`config.mk`:
```
export PLATFORM = sky130hd
export DESIGN_NAME = change_stamp_debouncer_core
export DESIGN_NICKNAME = d
export VERILOG_FILES = /design/src/rtl/csd_pkg.sv /design/src/rtl/csd_cfg_regs.sv /design/src/rtl/csd_engine.sv /design/src/rtl/change_stamp_debouncer_core.sv
export VERILOG_INCLUDE_DIRS = /design/src /design/src/rtl
export SDC_FILE = /design/constraint.sdc
export NUM_CORES = 1
export LEC_CHECK = 0
export ABC_AREA = 1
export BUFFER_PORTS_ARGS = -buffer_cell sky130_fd_sc_hd__buf_4
export CORE_MARGIN = 10
export CORE_UTILIZATION = 47
export CTS_CLUSTER_DIAMETER = 50
export DETAILED_ROUTE_END_ITERATION = 16
export GPL_TIMING_DRIVEN = 0
export SETUP_SLACK_MARGIN = 0.02
export SLEW_MARGIN = 20
export SYNTH_ARGS = -nofsm -noshare
export SYNTH_HDL_FRONTEND = slang
export SYNTH_HIERARCHICAL = 1
export SYNTH_SLANG_ARGS = --single-unit
```
`constraint.sdc`:
```
create_clock -name clk -period 7.4 [get_ports clk]
set_input_delay 0.74 -clock clk [delete_from_list [all_inputs] [get_ports clk]]
set_output_delay 0.74 -clock clk [all_outputs]
set_load 0.03 [all_outputs]
```
`src/rtl/change_stamp_debouncer_core_assert.svh`:
```
// Assertion macros used by the change stamp debouncer engine.
`ifndef CHANGE_STAMP_DEBOUNCER_CORE_ASSERT_SVH
`define CHANGE_STAMP_DEBOUNCER_CORE_ASSERT_SVH

// Same-cycle implication, disabled while reset is asserted.
`define CSD_ASSERT_IMP(label, clk, rst_n, ante, cons, msg) \
	label: assert property (@(posedge clk) disable iff (!rst_n) (ante) |-> (cons)) \
		else $error(msg);

// Next-cycle implication, disabled while reset is asserted.
`define CSD_ASSERT_NXT(label, clk, rst_n, ante, cons, msg) \
	label: assert property (@(posedge clk) disable iff (!rst_n) (ante) |=> (cons)) \
		else $error(msg);

`endif

```
`src/rtl/csd_pkg.sv`:
```
`default_nettype none

package csd_pkg;

	localparam int TIME_W     = 32;
	localparam int DEBOUNCE_W = 13;
	localparam int COOLDOWN_W = 14;
	localparam int CFG_IDX_W  = 1;
	localparam int CFG_DATA_W = 14;

	localparam logic [DEBOUNCE_W-1:0] DEBOUNCE_RESET = 13'd350;
	localparam logic [COOLDOWN_W-1:0] COOLDOWN_RESET = 14'd1200;

	typedef enum logic [1:0] {
		OP_POLL        = 2'd0,
		OP_SWITCH_HOLD = 2'd1,
		OP_WRITE_HOLD  = 2'd2,
		OP_REARM       = 2'd3
	} op_t;

	typedef enum logic [3:0] {
		ST_NO_STAMP       = 4'd0,
		ST_SWITCH_HOLD    = 4'd1,
		ST_WRITE_HOLD     = 4'd2,
		ST_BASELINE       = 4'd3,
		ST_UNCHANGED      = 4'd4,
		ST_DEBOUNCE_START = 4'd5,
		ST_WAITING        = 4'd6,
		ST_COOLDOWN       = 4'd7,
		ST_TRIGGERED      = 4'd8,
		ST_CMD_DONE       = 4'd9
	} status_t;

	typedef enum logic [CFG_IDX_W-1:0] {
		CFG_DEBOUNCE = 1'b0,
		CFG_COOLDOWN = 1'b1
	} cfg_reg_t;

	typedef struct packed {
		op_t               op;
		logic [TIME_W-1:0] now_ms;
		logic [TIME_W-1:0] stamp;
		logic [TIME_W-1:0] hold_ms;
	} in_item_t;

	typedef struct packed {
		status_t status;
		logic    trigger;
	} out_item_t;

	typedef struct packed {
		logic [DEBOUNCE_W-1:0] debounce_ms;
		logic [COOLDOWN_W-1:0] cooldown_ms;
	} cfg_t;

endpackage

`default_nettype wire

```
`src/rtl/csd_cfg_regs.sv`:
```
`default_nettype none

module csd_cfg_regs (
	input  logic                           clk,
	input  logic                           arst_n,
	input  logic                           cfg_valid,
	input  logic [csd_pkg::CFG_IDX_W-1:0]  cfg_index,
	input  logic [csd_pkg::CFG_DATA_W-1:0] cfg_data,
	output csd_pkg::cfg_t                  cfg
);

	csd_pkg::cfg_t cfg_q;

	// Register file write; writes are always taken
	always_ff @(posedge clk or negedge arst_n) begin
		if (!arst_n) begin
			cfg_q.debounce_ms <= csd_pkg::DEBOUNCE_RESET;
			cfg_q.cooldown_ms <= csd_pkg::COOLDOWN_RESET;
		end else if (cfg_valid) begin
			unique case (csd_pkg::cfg_reg_t'(cfg_index))
				csd_pkg::CFG_DEBOUNCE: begin
					cfg_q.debounce_ms <= cfg_data[csd_pkg::DEBOUNCE_W-1:0];
				end
				csd_pkg::CFG_COOLDOWN: begin
					cfg_q.cooldown_ms <= cfg_data[csd_pkg::COOLDOWN_W-1:0];
				end
				default: begin
				end
			endcase
		end
	end

	assign cfg = cfg_q;

endmodule

`default_nettype wire

```
`src/rtl/csd_engine.sv`:
```
`default_nettype none

module csd_engine (
	input  logic               clk,
	input  logic               arst_n,
	input  logic               fire,
	input  csd_pkg::in_item_t  item,
	input  csd_pkg::cfg_t      cfg,
	output csd_pkg::out_item_t result
);

	logic [csd_pkg::TIME_W-1:0] baseline_q, baseline_d;
	logic [csd_pkg::TIME_W-1:0] pending_q, pending_d;
	logic [csd_pkg::TIME_W-1:0] since_q, since_d;
	logic [csd_pkg::TIME_W-1:0] last_trig_q, last_trig_d;
	logic [csd_pkg::TIME_W-1:0] sw_hold_q, sw_hold_d;
	logic [csd_pkg::TIME_W-1:0] wr_hold_q, wr_hold_d;

	logic                       sw_open, wr_open;
	logic                       debounce_wait, cooldown_wait;
	logic [csd_pkg::TIME_W-1:0] pend_age, trig_age;
	csd_pkg::status_t           status;

	// Window checks by plain unsigned compare; age checks modulo 2^32
	assign sw_open       = item.now_ms < sw_hold_q;
	assign wr_open       = item.now_ms < wr_hold_q;
	assign pend_age      = item.now_ms - since_q;
	assign trig_age      = item.now_ms - last_trig_q;
	assign debounce_wait = pend_age < csd_pkg::TIME_W'(cfg.debounce_ms);
	assign cooldown_wait = trig_age < csd_pkg::TIME_W'(cfg.cooldown_ms);

	// Decision and next state for the item in flight
	always_comb begin
		baseline_d  = baseline_q;
		pending_d   = pending_q;
		since_d     = since_q;
		last_trig_d = last_trig_q;
		sw_hold_d   = sw_hold_q;
		wr_hold_d   = wr_hold_q;
		status      = csd_pkg::ST_CMD_DONE;
		unique case (item.op)
			csd_pkg::OP_POLL: begin
				if (item.stamp == '0) begin
					status = csd_pkg::ST_NO_STAMP;
				end else if (sw_open || wr_open) begin
					// hold open: follow the stamp silently
					baseline_d = item.stamp;
					pending_d  = '0;
					since_d    = '0;
					status     = sw_open ? csd_pkg::ST_SWITCH_HOLD : csd_pkg::ST_WRITE_HOLD;
				end else if (baseline_q == '0) begin
					baseline_d = item.stamp;
					status     = csd_pkg::ST_BASELINE;
				end else if (item.stamp == baseline_q) begin
					pending_d = '0;
					since_d   = '0;
					status    = csd_pkg::ST_UNCHANGED;
				end else if (item.stamp != pending_q) begin
					pending_d = item.stamp;
					since_d   = item.now_ms;
					status    = csd_pkg::ST_DEBOUNCE_START;
				end else if (debounce_wait) begin
					status = csd_pkg::ST_WAITING;
				end else if (cooldown_wait) begin
					status = csd_pkg::ST_COOLDOWN;
				end else begin
					baseline_d  = item.stamp;
					pending_d   = '0;
					since_d     = '0;
					last_trig_d = item.now_ms;
					status      = csd_pkg::ST_TRIGGERED;
				end
			end
			csd_pkg::OP_SWITCH_HOLD: begin
				sw_hold_d = item.now_ms + item.hold_ms;
			end
			csd_pkg::OP_WRITE_HOLD: begin
				wr_hold_d = item.now_ms + item.hold_ms;
			end
			csd_pkg::OP_REARM: begin
				baseline_d  = '0;
				pending_d   = '0;
				since_d     = '0;
				last_trig_d = '0;
			end
			default: begin
			end
		endcase
	end

	assign result.status  = status;
	assign result.trigger = (status == csd_pkg::ST_TRIGGERED);

	// Debounce state, updated once per processed item
	always_ff @(posedge clk or negedge arst_n) begin
		if (!arst_n) begin
			baseline_q  <= '0;
			pending_q   <= '0;
			since_q     <= '0;
			last_trig_q <= '0;
			sw_hold_q   <= '0;
			wr_hold_q   <= '0;
		end else if (fire) begin
			baseline_q  <= baseline_d;
			pending_q   <= pending_d;
			since_q     <= since_d;
			last_trig_q <= last_trig_d;
			sw_hold_q   <= sw_hold_d;
			wr_hold_q   <= wr_hold_d;
		end
	end

`include "change_stamp_debouncer_core_assert.svh"

	`CSD_ASSERT_NXT(a_trig_time, clk, arst_n, fire && result.trigger,
		last_trig_q == $past(item.now_ms), "trigger time not recorded")
	`CSD_ASSERT_NXT(a_pend_load, clk, arst_n,
		fire && (result.status == csd_pkg::ST_DEBOUNCE_START),
		(pending_q == $past(item.stamp)) && (since_q == $past(item.now_ms)),
		"pending stamp not loaded")
	`CSD_ASSERT_IMP(a_pend_vs_base, clk, arst_n, pending_q != '0,
		(baseline_q != '0) && (pending_q != baseline_q), "pending stamp inconsistent")
	`CSD_ASSERT_NXT(a_idle_hold, clk, arst_n, !fire,
		$stable(baseline_q) && $stable(pending_q) && $stable(last_trig_q),
		"state moved without an item")

endmodule

`default_nettype wire

```
`src/rtl/change_stamp_debouncer_core.sv`:
```
`default_nettype none

// Channel  Handshake              Payload
// -------  ---------------------  ----------------------------------
// in       in_valid / in_ready    in_item  (op, now_ms, stamp, hold_ms)
// out      out_valid / out_ready  out_item (status, trigger)
// cfg      cfg_valid / cfg_ready  cfg_index, cfg_data
//
// One item per cycle sustained while out_ready stays high; an accepted item
// passes the input register, then the result register, which presents it;
// an output stall can hold it in either register.
// cfg_ready is always high; a write takes effect at the edge of its transfer.
// Reset clears the debounce state and loads debounce 350 ms, cooldown 1200 ms.
// An output stall holds the result register; in_ready stays high until the
// input register also holds an item, then stays low until the result drains.

module change_stamp_debouncer_core (
	input  logic                           clk,
	input  logic                           arst_n,
	input  logic                           in_valid,
	output logic                           in_ready,
	input  csd_pkg::in_item_t              in_item,
	output logic                           out_valid,
	input  logic                           out_ready,
	output csd_pkg::out_item_t             out_item,
	input  logic                           cfg_valid,
	output logic                           cfg_ready,
	input  logic [csd_pkg::CFG_IDX_W-1:0]  cfg_index,
	input  logic [csd_pkg::CFG_DATA_W-1:0] cfg_data
);

	csd_pkg::in_item_t  item_s1;
	logic               valid_s1;
	csd_pkg::out_item_t result_s2;
	logic               valid_s2;
	csd_pkg::out_item_t result;
	csd_pkg::cfg_t      cfg;
	logic               advance;

	// Item moves to the result register when that register is free or draining
	assign advance   = valid_s1 && (!valid_s2 || out_ready);
	assign in_ready  = !valid_s1 || advance;
	assign cfg_ready = 1'b1;

	csd_cfg_regs u_cfg (
		.clk       (clk),
		.arst_n    (arst_n),
		.cfg_valid (cfg_valid),
		.cfg_index (cfg_index),
		.cfg_data  (cfg_data),
		.cfg       (cfg)
	);

	csd_engine u_engine (
		.clk    (clk),
		.arst_n (arst_n),
		.fire   (advance),
		.item   (item_s1),
		.cfg    (cfg),
		.result (result)
	);

	// Input register
	always_ff @(posedge clk or negedge arst_n) begin
		if (!arst_n) begin
			valid_s1 <= 1'b0;
		end else if (in_ready) begin
			valid_s1 <= in_valid;
		end
	end

	always_ff @(posedge clk) begin
		if (in_valid && in_ready) begin
			item_s1 <= in_item;
		end
	end

	// Result register
	always_ff @(posedge clk or negedge arst_n) begin
		if (!arst_n) begin
			valid_s2 <= 1'b0;
		end else if (advance) begin
			valid_s2 <= 1'b1;
		end else if (out_ready) begin
			valid_s2 <= 1'b0;
		end
	end

	always_ff @(posedge clk) begin
		if (advance) begin
			result_s2 <= result;
		end
	end

	assign out_valid = valid_s2;
	assign out_item  = result_s2;

endmodule

`default_nettype wire

```
Word level (Yosys, flattened, before mapping):

Cells that the tools add are included.

* register bits: 324
* logic and storage cells: 104

* equality and inequality tests: 20
* add/subtract/negate cells: 3
* reductions and logical operators: 19
* bitwise gates (word level): 1
* mux-type cells: 41
* magnitude comparators: 4

Operator list (count)
* $mux W32: 26
* $pmux W32 S2: 4
* $logic_not A32 Y1: 2
* $lt A32 B32 Y1: 2
* $sub A32 B32 Y32: 2
* $add A32 B32 Y32: 1
* $eq A32 B32 Y1: 1
* $lt A32 B13 Y1: 1
* $lt A32 B14 Y1: 1
* $mux W4: 8
* $ne A32 B32 Y1: 1
* $ne A2 B2 Y1 const B: 7
* $ne A5 B5 Y1 const B: 2
* $reduce_and A9 Y1: 1
* $ne A4 B2 Y1 const B: 2
* $ne A4 B4 Y1 const B: 2
* $reduce_and A2 Y1: 4
* $reduce_and A7 Y1: 1
* $reduce_and A6 Y1: 1
* $eq A2 B2 Y1 const B: 2
* $eq A4 B4 Y1 const B: 1
* $reduce_bool A2 Y1: 2
* $logic_or A1 B1 Y1: 3
* $ne A3 B2 Y1 const B: 1
* 7 further kinds: 10

Longest topological paths before layout:

Gate-level depths: netlist of the first run.

* word-level depth: 11
* mapped depth: 28
* mapped depth without buffers: 28

Hierarchy:

Netlist of the first run, hierarchy kept.

By module, submodules not included
* csd_engine: area each 19077.0 um^2, cells an instance 2999, instances 1, seq. area each 4804.6 um^2
* change_stamp_debouncer_core: area each 3199.3 um^2, cells an instance 117, instances 1, seq. area each 3143.0 um^2
* csd_cfg_regs: area each 1103.6 um^2, cells an instance 119, instances 1, seq. area each 688.2 um^2

Worst setup path before layout of the first run:

No wires, ideal clock.

* kind: register to register
* from: register item_s1[65] (netlist name)
* to: register u_engine/pending_q[0] (netlist name)
* path buffers: 2
* data arrival time: 3.298 ns
* library setup time: 0.118 ns
* setup slack: 3.984 ns
* cell stages (with the launch flop): 28
* cell sequence: edfxtp_1 inv_1 fa_1 inv_1 nand2_1 nand2_1 nand3_1 nand2_1 nand2_1 nand2_1 xor2_1 ha_1 nand2_1 inv_1 nand3_1 o21ai_0 nor2_1 nand4_1 nor2_1 nand3_1 nor2_1 nand2_1 nand3_2 nand3_4 buf_6 buf_6 nand3_2 nand2_1

* word-level cells in the longest chain between the ends: 5
* elaborated cells on any way between the ends: 14

RTL lines
* start, declared: RTL line change_stamp_debouncer_core.sv:32 `csd_pkg::in_item_t item_s1;`
* start signal, assigned: RTL line change_stamp_debouncer_core.sv:74 `item_s1 <= in_item;`
* parallel branches: the longest is 5 deep, another holds $sub A32 B32 Y32
* end signal, assigned: RTL line csd_engine.sv:105 `pending_q <= pending_d;`
* end, declared: RTL line csd_engine.sv:13 `logic [csd_pkg::TIME_W-1:0] pending_q, pending_d;`

Parallel ways; which one is timed is not known. The select of a mux whose other input is x is not followed.
A chain may end at the register's enable or synchronous reset.

Final worst setup path of the first run:

* from: register item_s1[65] (netlist name)
* to: register u_engine/baseline_q[29] (netlist name)

* word-level cells in the longest chain between the ends: 5
* elaborated cells on any way between the ends: 15

RTL lines
* parallel branches: the longest is 5 deep, another holds $sub A32 B32 Y32
* end signal, assigned: RTL line csd_engine.sv:104 `baseline_q <= baseline_d;`
* end, declared: RTL line csd_engine.sv:12 `logic [csd_pkg::TIME_W-1:0] baseline_q, baseline_d;`

Parallel ways; which one is timed is not known. The select of a mux whose other input is x is not followed.

==> results of run 1 <==
-- through the flow --
| step | power, mW | cells | instance area (sq um) | hold slack [ps] | utilization, % |
|---|---|---|---|---|---|
| final | 7.79 | 4108 | 26700 | 141 | 54.5 |
| after detailed placement | 5.60 | 4025 | 25200 | 455 | 51.4 |
| after floorplan | 4.66 | 3235 | 23400 | 442 | - |
| after global placement | 5.51 | 4022 | 25100 | 450 | 51.2 |
| after CTS | 7.82 | 4108 | 26700 | 169 | 54.5 |
| after global routing | 8.40 | 4108 | 26700 | 187 | 54.5 |
-- Yosys cell counts, drive strengths merged --
master   count  share of area (%)
o21ai      134                2.9
a21boi       5               0.16
buf         41                1.4
clkbuf      31               0.50
o221ai       2              0.075
o211ai       4               0.13
xor2        50                1.9
or2         38                1.0
o21bai       7               0.22
and3         2              0.054
and2         5               0.13
nand3      252                6.8
conb         1              0.016
nor2       266                4.4
a211oi       4               0.13
dfstp       10                1.1
a21oi      140                3.0
nor3b        3              0.096
a22oi        1              0.032
a21o         6               0.19
nor3        62                1.4
inv        537                8.6
a31o         1              0.037
ha         180                9.6
o31ai        1              0.032
clkinv       2              0.032
nand4       52                1.4
a2111oi      2              0.075
nor4        25               0.72
dfrtp      211                 23
edfxtp     103                 13
o21a         6               0.19
nand3b       4               0.13
a221oi       1              0.037
nand2     1020                 17
xnor2       23               0.86
fa           3               0.26
-- cell type report --
type	instances	area share [%]
Inverter	539	7.58
Timing Repair Buffer	126	3.79
Clock inverter	30	1.25
Buffer	72	1.65
Tap cell	664	3.11
Clock buffer	53	4.40
Multi-Input combinational cell	2300	45.9
Sequential cell	324	32.3
-- worst max-delay path by stage --
stage / end / slack (ps) / depth (start not counted)
6_report: u_engine/baseline_q[29] / 2510 / 26
4_1_cts: u_engine/baseline_q[1] / 2610 / 26
3_5_place_dp: u_engine/baseline_q[1] / 2600 / 26
5_1_grt: u_engine/baseline_q[29] / 2200 / 26
3_3_place_gp: u_engine/baseline_q[6] / 2660 / 26
2_1_floorplan: u_engine/pending_q[0] / 3980 / 27
-- state kept, by name, indices dropped and copies added, names as in the netlist --
register,count
u_engine/last_trig_q,32
u_engine/baseline_q,32
out_item,5
u_engine/since_q,32
u_engine/sw_hold_q,32
u_engine/pending_q,32
out_valid,1
valid_s1,1
item_s1,98
u_cfg/cfg,27
u_engine/wr_hold_q,32
-- per-layer routing --
layer  track usage (%)  up-vias  wire [um]
met3              2.60      117       3580
met2              38.2      550      32200
li1                  -    10700          -
met1              32.2     9937      32900
met4              8.77        0       2300
met5                 0        -          0
-- cells by family (layout without fill, tap and decap cells) --
family                   after synthesis  in the layout  share of synthesized area [%]
AND/OR/NAND/NOR                     1729           1729                           32.7
buffers and inverters                611            820                           10.5
flip-flops                           324            324                           36.9
AO/OA/AOI/OAI                        314            314                           7.21
adder cells (fa/ha/maj)              183            183                           9.89
XOR/XNOR                              73             73                           2.73
other                                  1              1                         0.0160
-- critical path, cell delays in order (launching register included) --
cell and delay [ps]:
edfxtp_1 660, inv_1 390, fa_1 550, inv_1 120, nand2_1 60, nand2_1 80, nand3_1 70, nand2_1 160
nand2_1 70, nand2_1 100, xor2_1 180, ha_1 250, nand2_1 110, inv_1 70, nand3_1 90, o21ai_0 90
nor2_1 180, nand4_1 230, nor2_1 160, nand3_1 80, nor2_1 100, nand2_1 170, nand2_1 160, nand3_2 90
nand2_4 190, buf_4 260, o21ai_1 90
-- power by group --
part	switching, mW	total (mW)	internal (mW)	leakage [nW]
Clock	0.845	2.17	1.33	0.738
Combinational	2.07	3.16	1.10	9.43
Sequential	0.248	2.45	2.21	3.80
==> key figures, run 1 <==
Status
  – Status: completed

Power and ir drop
  – Maximum vdd drop: between 0.0002 and 0.00025 V
  – Pwr Density: ~290 nW/um^2
  – Leakage: 14.0 nW

Routing
  – Number of nets with antenna violations after routing: 0
  – Vias: 21300
  – Routed WL: between 70000 and 80000 um
  – Initial DRC Count: 1580
  – Pre-antenna DRT Iters: 6
  – Via/cell ratio: 5.18
  – WL/cell: around 17 um
  – DRC viols: 0

Global routing
  – Global-route wire length before repair: 112000 um
  – GRT overflow: 0
  – GRT Total Usage: roughly a quarter
  – Initial antenna violation count: 0
  – Number of global-route vias before repair: roughly 21000
  – Largest net degree at the start of global routing: 85

Clocking
  – Post-CTS sizing: 0
  – Hold_buf cts: 0
  – Root Buffer: clkbuf_16
  – Max clock buf depth: 3
  – Number of clock sinks: between 300 and 400
  – CTS buffer count: between 40 and 50
  – Clock slew at reported path FFs: ~60 ps
  – Post-CTS setup buffer count: 0
  – Worst skew pair latency: 580 ps
  – CTS tree: done
  – H-Tree Depth: 2

Final layout
  – Area delta synth->final: 14.4%
  – Layout cells sized above 1: approximately 11%
  – Reg area: around 8600 sq um
  – Final net count: ~3700
  – Most frequent cells in the layout: nand2_1 (1008), inv_1 (522), nor2_1 (259), dfrtp_1 (211), nand3_1 (187)
  – Leading cell type in the layout, fill and taps excluded: nand2_1
  – Fillers: 4905
  – Multi-input logic area: approximately 12000 sq um
  – ANT cells: 0

Setup path
  – Crit-path max FO: 10
  – Worst r2r dst: u_engine/baseline_q[29]
  – Crit path launch type: flop
  – FF-to-FF Start: item_s1[65]
  – Worst Setup SP: item_s1[65]
  – Worst setup path class: reg -> reg
  – R2R Setup Slk: roughly 2500 ps
  – Arr. time, crit path: around 5400 ps
  – Worst EP required: approximately 7900 ps
  – CP endpoint kind: flop
  – R2R cell count: 26

STA
  – Slew margin rel.: slightly below 40%
  – Final hold violation count: 0
  – Unrepaired setup endpoints after global routing: no
  – Clock skew: between 30 and 40 ps
  – Final Max Slew Viols: 0
  – Setup TNS: 0 ps
  – Final setup vio count: 0
  – Min Clock Period, post-route: roughly 4900 ps
  – Worst-margin pin slew: 920 ps
  – Period utilization: 66.0%
  – Setup slack after layout: approximately 2500 ps
  – Max frequency: 205 MHz

Die
  – I/O pin count: about 130
  – Core ar.: 49100 sq um
  – Total die area: slightly below 60000 sq um
  – Num rows: just over 80
  – Die H: roughly 240 um
  – Die width: approximately 240 um
  – Initial core utilization: a little under half

Synth
  – Syn nets: ~3500
  – Register area share after synthesis: a little under two fifths
  – Synth Instances: 3235
  – Count of cell types in the netlist: 53
  – Number of synthesized register bits: approximately 320
  – Avg Cell Area, Syn: between 7 and 8 sq um
  – Synth warnings: 6
  – Netlist Area Pre-Place: about 23000 sq um

Flow run
  – Number of max-cap violations: 0

Place
  – RePlAce Congestion: around 0.94
  – Detail Placement HPWL: approximately 58000 um
  – Input/output buffers: 123
  – Pre-CTS WS: 2600 ps

Worst hold path
  – Min-delay worst type: in -> async
(Power assumes the default switching activity.)
==> inputs of run 2 (changes only) <==
PLACE_DENSITY = 0.66   (was not set)
clock period = 4.1 ns   (was 7.4 ns; I/O delays follow)
==> key figures, run 2 (synthesis results as in run 1) <==
Status
  – Status: completed

Final layout
  – Design area: around 28000 sq um
  – Layout cells sized above 1: between 10 and 15%
  – Register with the most flip-flops: item_s1
  – Final core utilization: 58.1%
  – ANT cells: 0
  – Fillers: about 4600
  – Final net count: 3842
  – Leading cell type in the layout, fill and taps excluded: nand2_1
  – Max reg flops: 98
  – Most frequent cells in the layout: nand2_1 (992), inv_1 (518), nor2_1 (249), dfrtp_1 (211), nand3_1 (182)
  – Area delta synth->final: 21.9%
  – Non-filler cells, final: between 4000 and 5000

STA
  – Unrepaired setup endpoints after global routing: yes
  – Slew margin rel.: approximately 45%
  – Worst-margin pin slew: around 830 ps
  – Min Clock Period, post-route: ~4000 ps
  – Final setup vio count: 0
  – Max frequency: between 200 and 300 MHz
  – Period utilization: between 90% and 100%
  – Final Max Slew Viols: 0
  – Hold WS: 35.6 ps
  – Clock skew: roughly 20 ps
  – Final hold violation count: 0

Die
  – Die width: 243 um
  – Die H: roughly 240 um
  – I/O pin count: ~130
  – Num rows: a little over 80
  – Initial core utilization: a little under half
  – Core ar.: approximately 50000 sq um
  – Total die area: 59100 sq um

Power and ir drop
  – Pwr Density: about 510 nW/um^2
  – Sw Ratio: between 40 and 50%
  – Pint: approximately 8.6 mW
  – Leakage: roughly 15 nW
  – Clk network pwr share: 27.9%
  – Tot Pwr: around 14 mW
  – Sw Pwr: 5.83 mW
  – Seq pwr share: a little over 30%
  – Gate power share: 41.4%
  – Maximum vdd drop: 0.000372 V

Place
  – Dpl cells: a little over 4000
  – Detail Placement HPWL: 57500 um
  – RePlAce Congestion: roughly 1
  – Area after DPL: approximately 25000 sq um
  – Input/output buffers: ~120

Global routing
  – Largest net degree at the start of global routing: a little under 100
  – Global-route wire length before repair: ~120000 um
  – Number of global-route vias before repair: around 22000
  – GRT Total Usage: about 25%
  – Initial antenna violation count: 0
  – GRT overflow: 0

Clocking
  – CTS buffer count: 46
  – Worst skew pair latency: approximately 580 ps
  – Max clock buf depth: 3
  – Root Buffer: clkbuf_16
  – Number of clock sinks: roughly 320
  – H-Tree Depth: 2
  – Clock slew at reported path FFs: around 60 ps
  – CTS tree: done

Setup path
  – Largest stage delay on the critical path: 400 ps
  – Cell family with most CP delay: simple AND/OR/NAND/NOR gates
  – CP endpoint kind: flop
  – FF-to-FF Start: item_s1[64]
  – CP most frequent cell: nand2_2
  – Arr. time, crit path: 4450 ps
  – Worst Setup SP: item_s1[64]
  – CP max stage cell: edfxtp_1
  – Crit path launch type: flop
  – Worst EP required: ~4600 ps
  – R2R Setup Slk: approximately 110 ps
  – Crit-path max FO: 10
  – Crit path buffers/inverters: 5
  – Worst setup path class: reg -> reg

Flow run
  – Number of max-cap violations: 0

Routing
  – Routed WL: approximately 74000 um
  – Initial DRC Count: ~1700
  – Pre-antenna DRT Iters: 6
  – WL/cell: roughly 18 um
  – Number of nets with antenna violations after routing: 0
  – Via/cell ratio: ~5.2
  – Vias: approximately 22000
  – DRC viols: 0

Worst hold path
  – Min-delay worst type: in -> reg
  – HP Start: in_valid
## run 2: power groups by stage
stage | combinational, mW | clock (mW) | sequential, mW
floorplan | 4.06 | 0 | 4.34
global placement | 5.40 | 0 | 4.47
detailed placement | 5.54 | 0 | 4.49
CTS | 5.73 | 4.10 | 4.42
global route | 6.78 | 4.25 | 4.50
finish | 5.98 | 4.03 | 4.44
## run 2: layer usage
layer	vias to the layer above	routed length [um]	global-route usage (%)
li1	11000	-	-
met1	10500	33200	32.6
met3	122	4220	3.10
met5	-	0	0
met4	0	1790	6.69
met2	642	35200	41.2
## run 2: final timing paths
| path | endpoint | cells past startpoint |
|---|---|---|
| min in group asynchronous | u_engine/pending_q[4] | 2 |
| max in group asynchronous | u_engine/since_q[1] | 4 |
| max | u_engine/pending_q[16] | 28 |
| min reg2reg | u_cfg/cfg[18] | 2 |
| max reg2reg | u_engine/pending_q[16] | 28 |
| min | valid_s1 | 3 |
## run 2: metrics by stage
| step | setup slack, ps | setup TNS (ps) |
|---|---|---|
| after floorplan | 684 | 0 |
| after global placement | -606 | -63430 |
| after detailed placement | -714 | -75800 |
| after CTS | 21.0 | 0 |
| after global routing | -178 | -12720 |
| final | 109 | 0 |
## run 2: worst register-to-register path, delay by kind of cell (launching register included)
| family | cells | cell delay, ps |
|---|---|---|
| adders and majority gates | 3 | 870 |
| and+or+nand+nor | 18 | 1690 |
| xor gates and xnor gates | 1 | 200 |
| AOI/OAI and AO/OA | 1 | 60 |
| DFF | 1 | 400 |
| buffers and inverters | 5 | 680 |
## run 2: cell type report
| cell class | instances | area [sq um] | share of cell area (%) |
|---|---|---|---|
| Tap cell | 664 | 831 | 2.92 |
| Buffer | 72 | 527 | 1.85 |
| Inverter | 539 | 2030 | 7.14 |
| Clock inverter | 23 | 283 | 0.992 |
| Multi-Input combinational cell | 2300 | 12600 | 44.1 |
| Clock buffer | 61 | 1270 | 4.46 |
| Sequential cell | 324 | 8640 | 30.3 |
| Timing Repair Buffer | 258 | 2340 | 8.22 |
## run 2: repair_timing
item                                    CTS  global route
pin swaps                                 5            35
hold endpoints to repair                129             0
cloned                                    0             3
setup buffers                            27             3
resized for setup                        17            78
endpoints found under the setup margin  133           133
hold buffers                             99             0
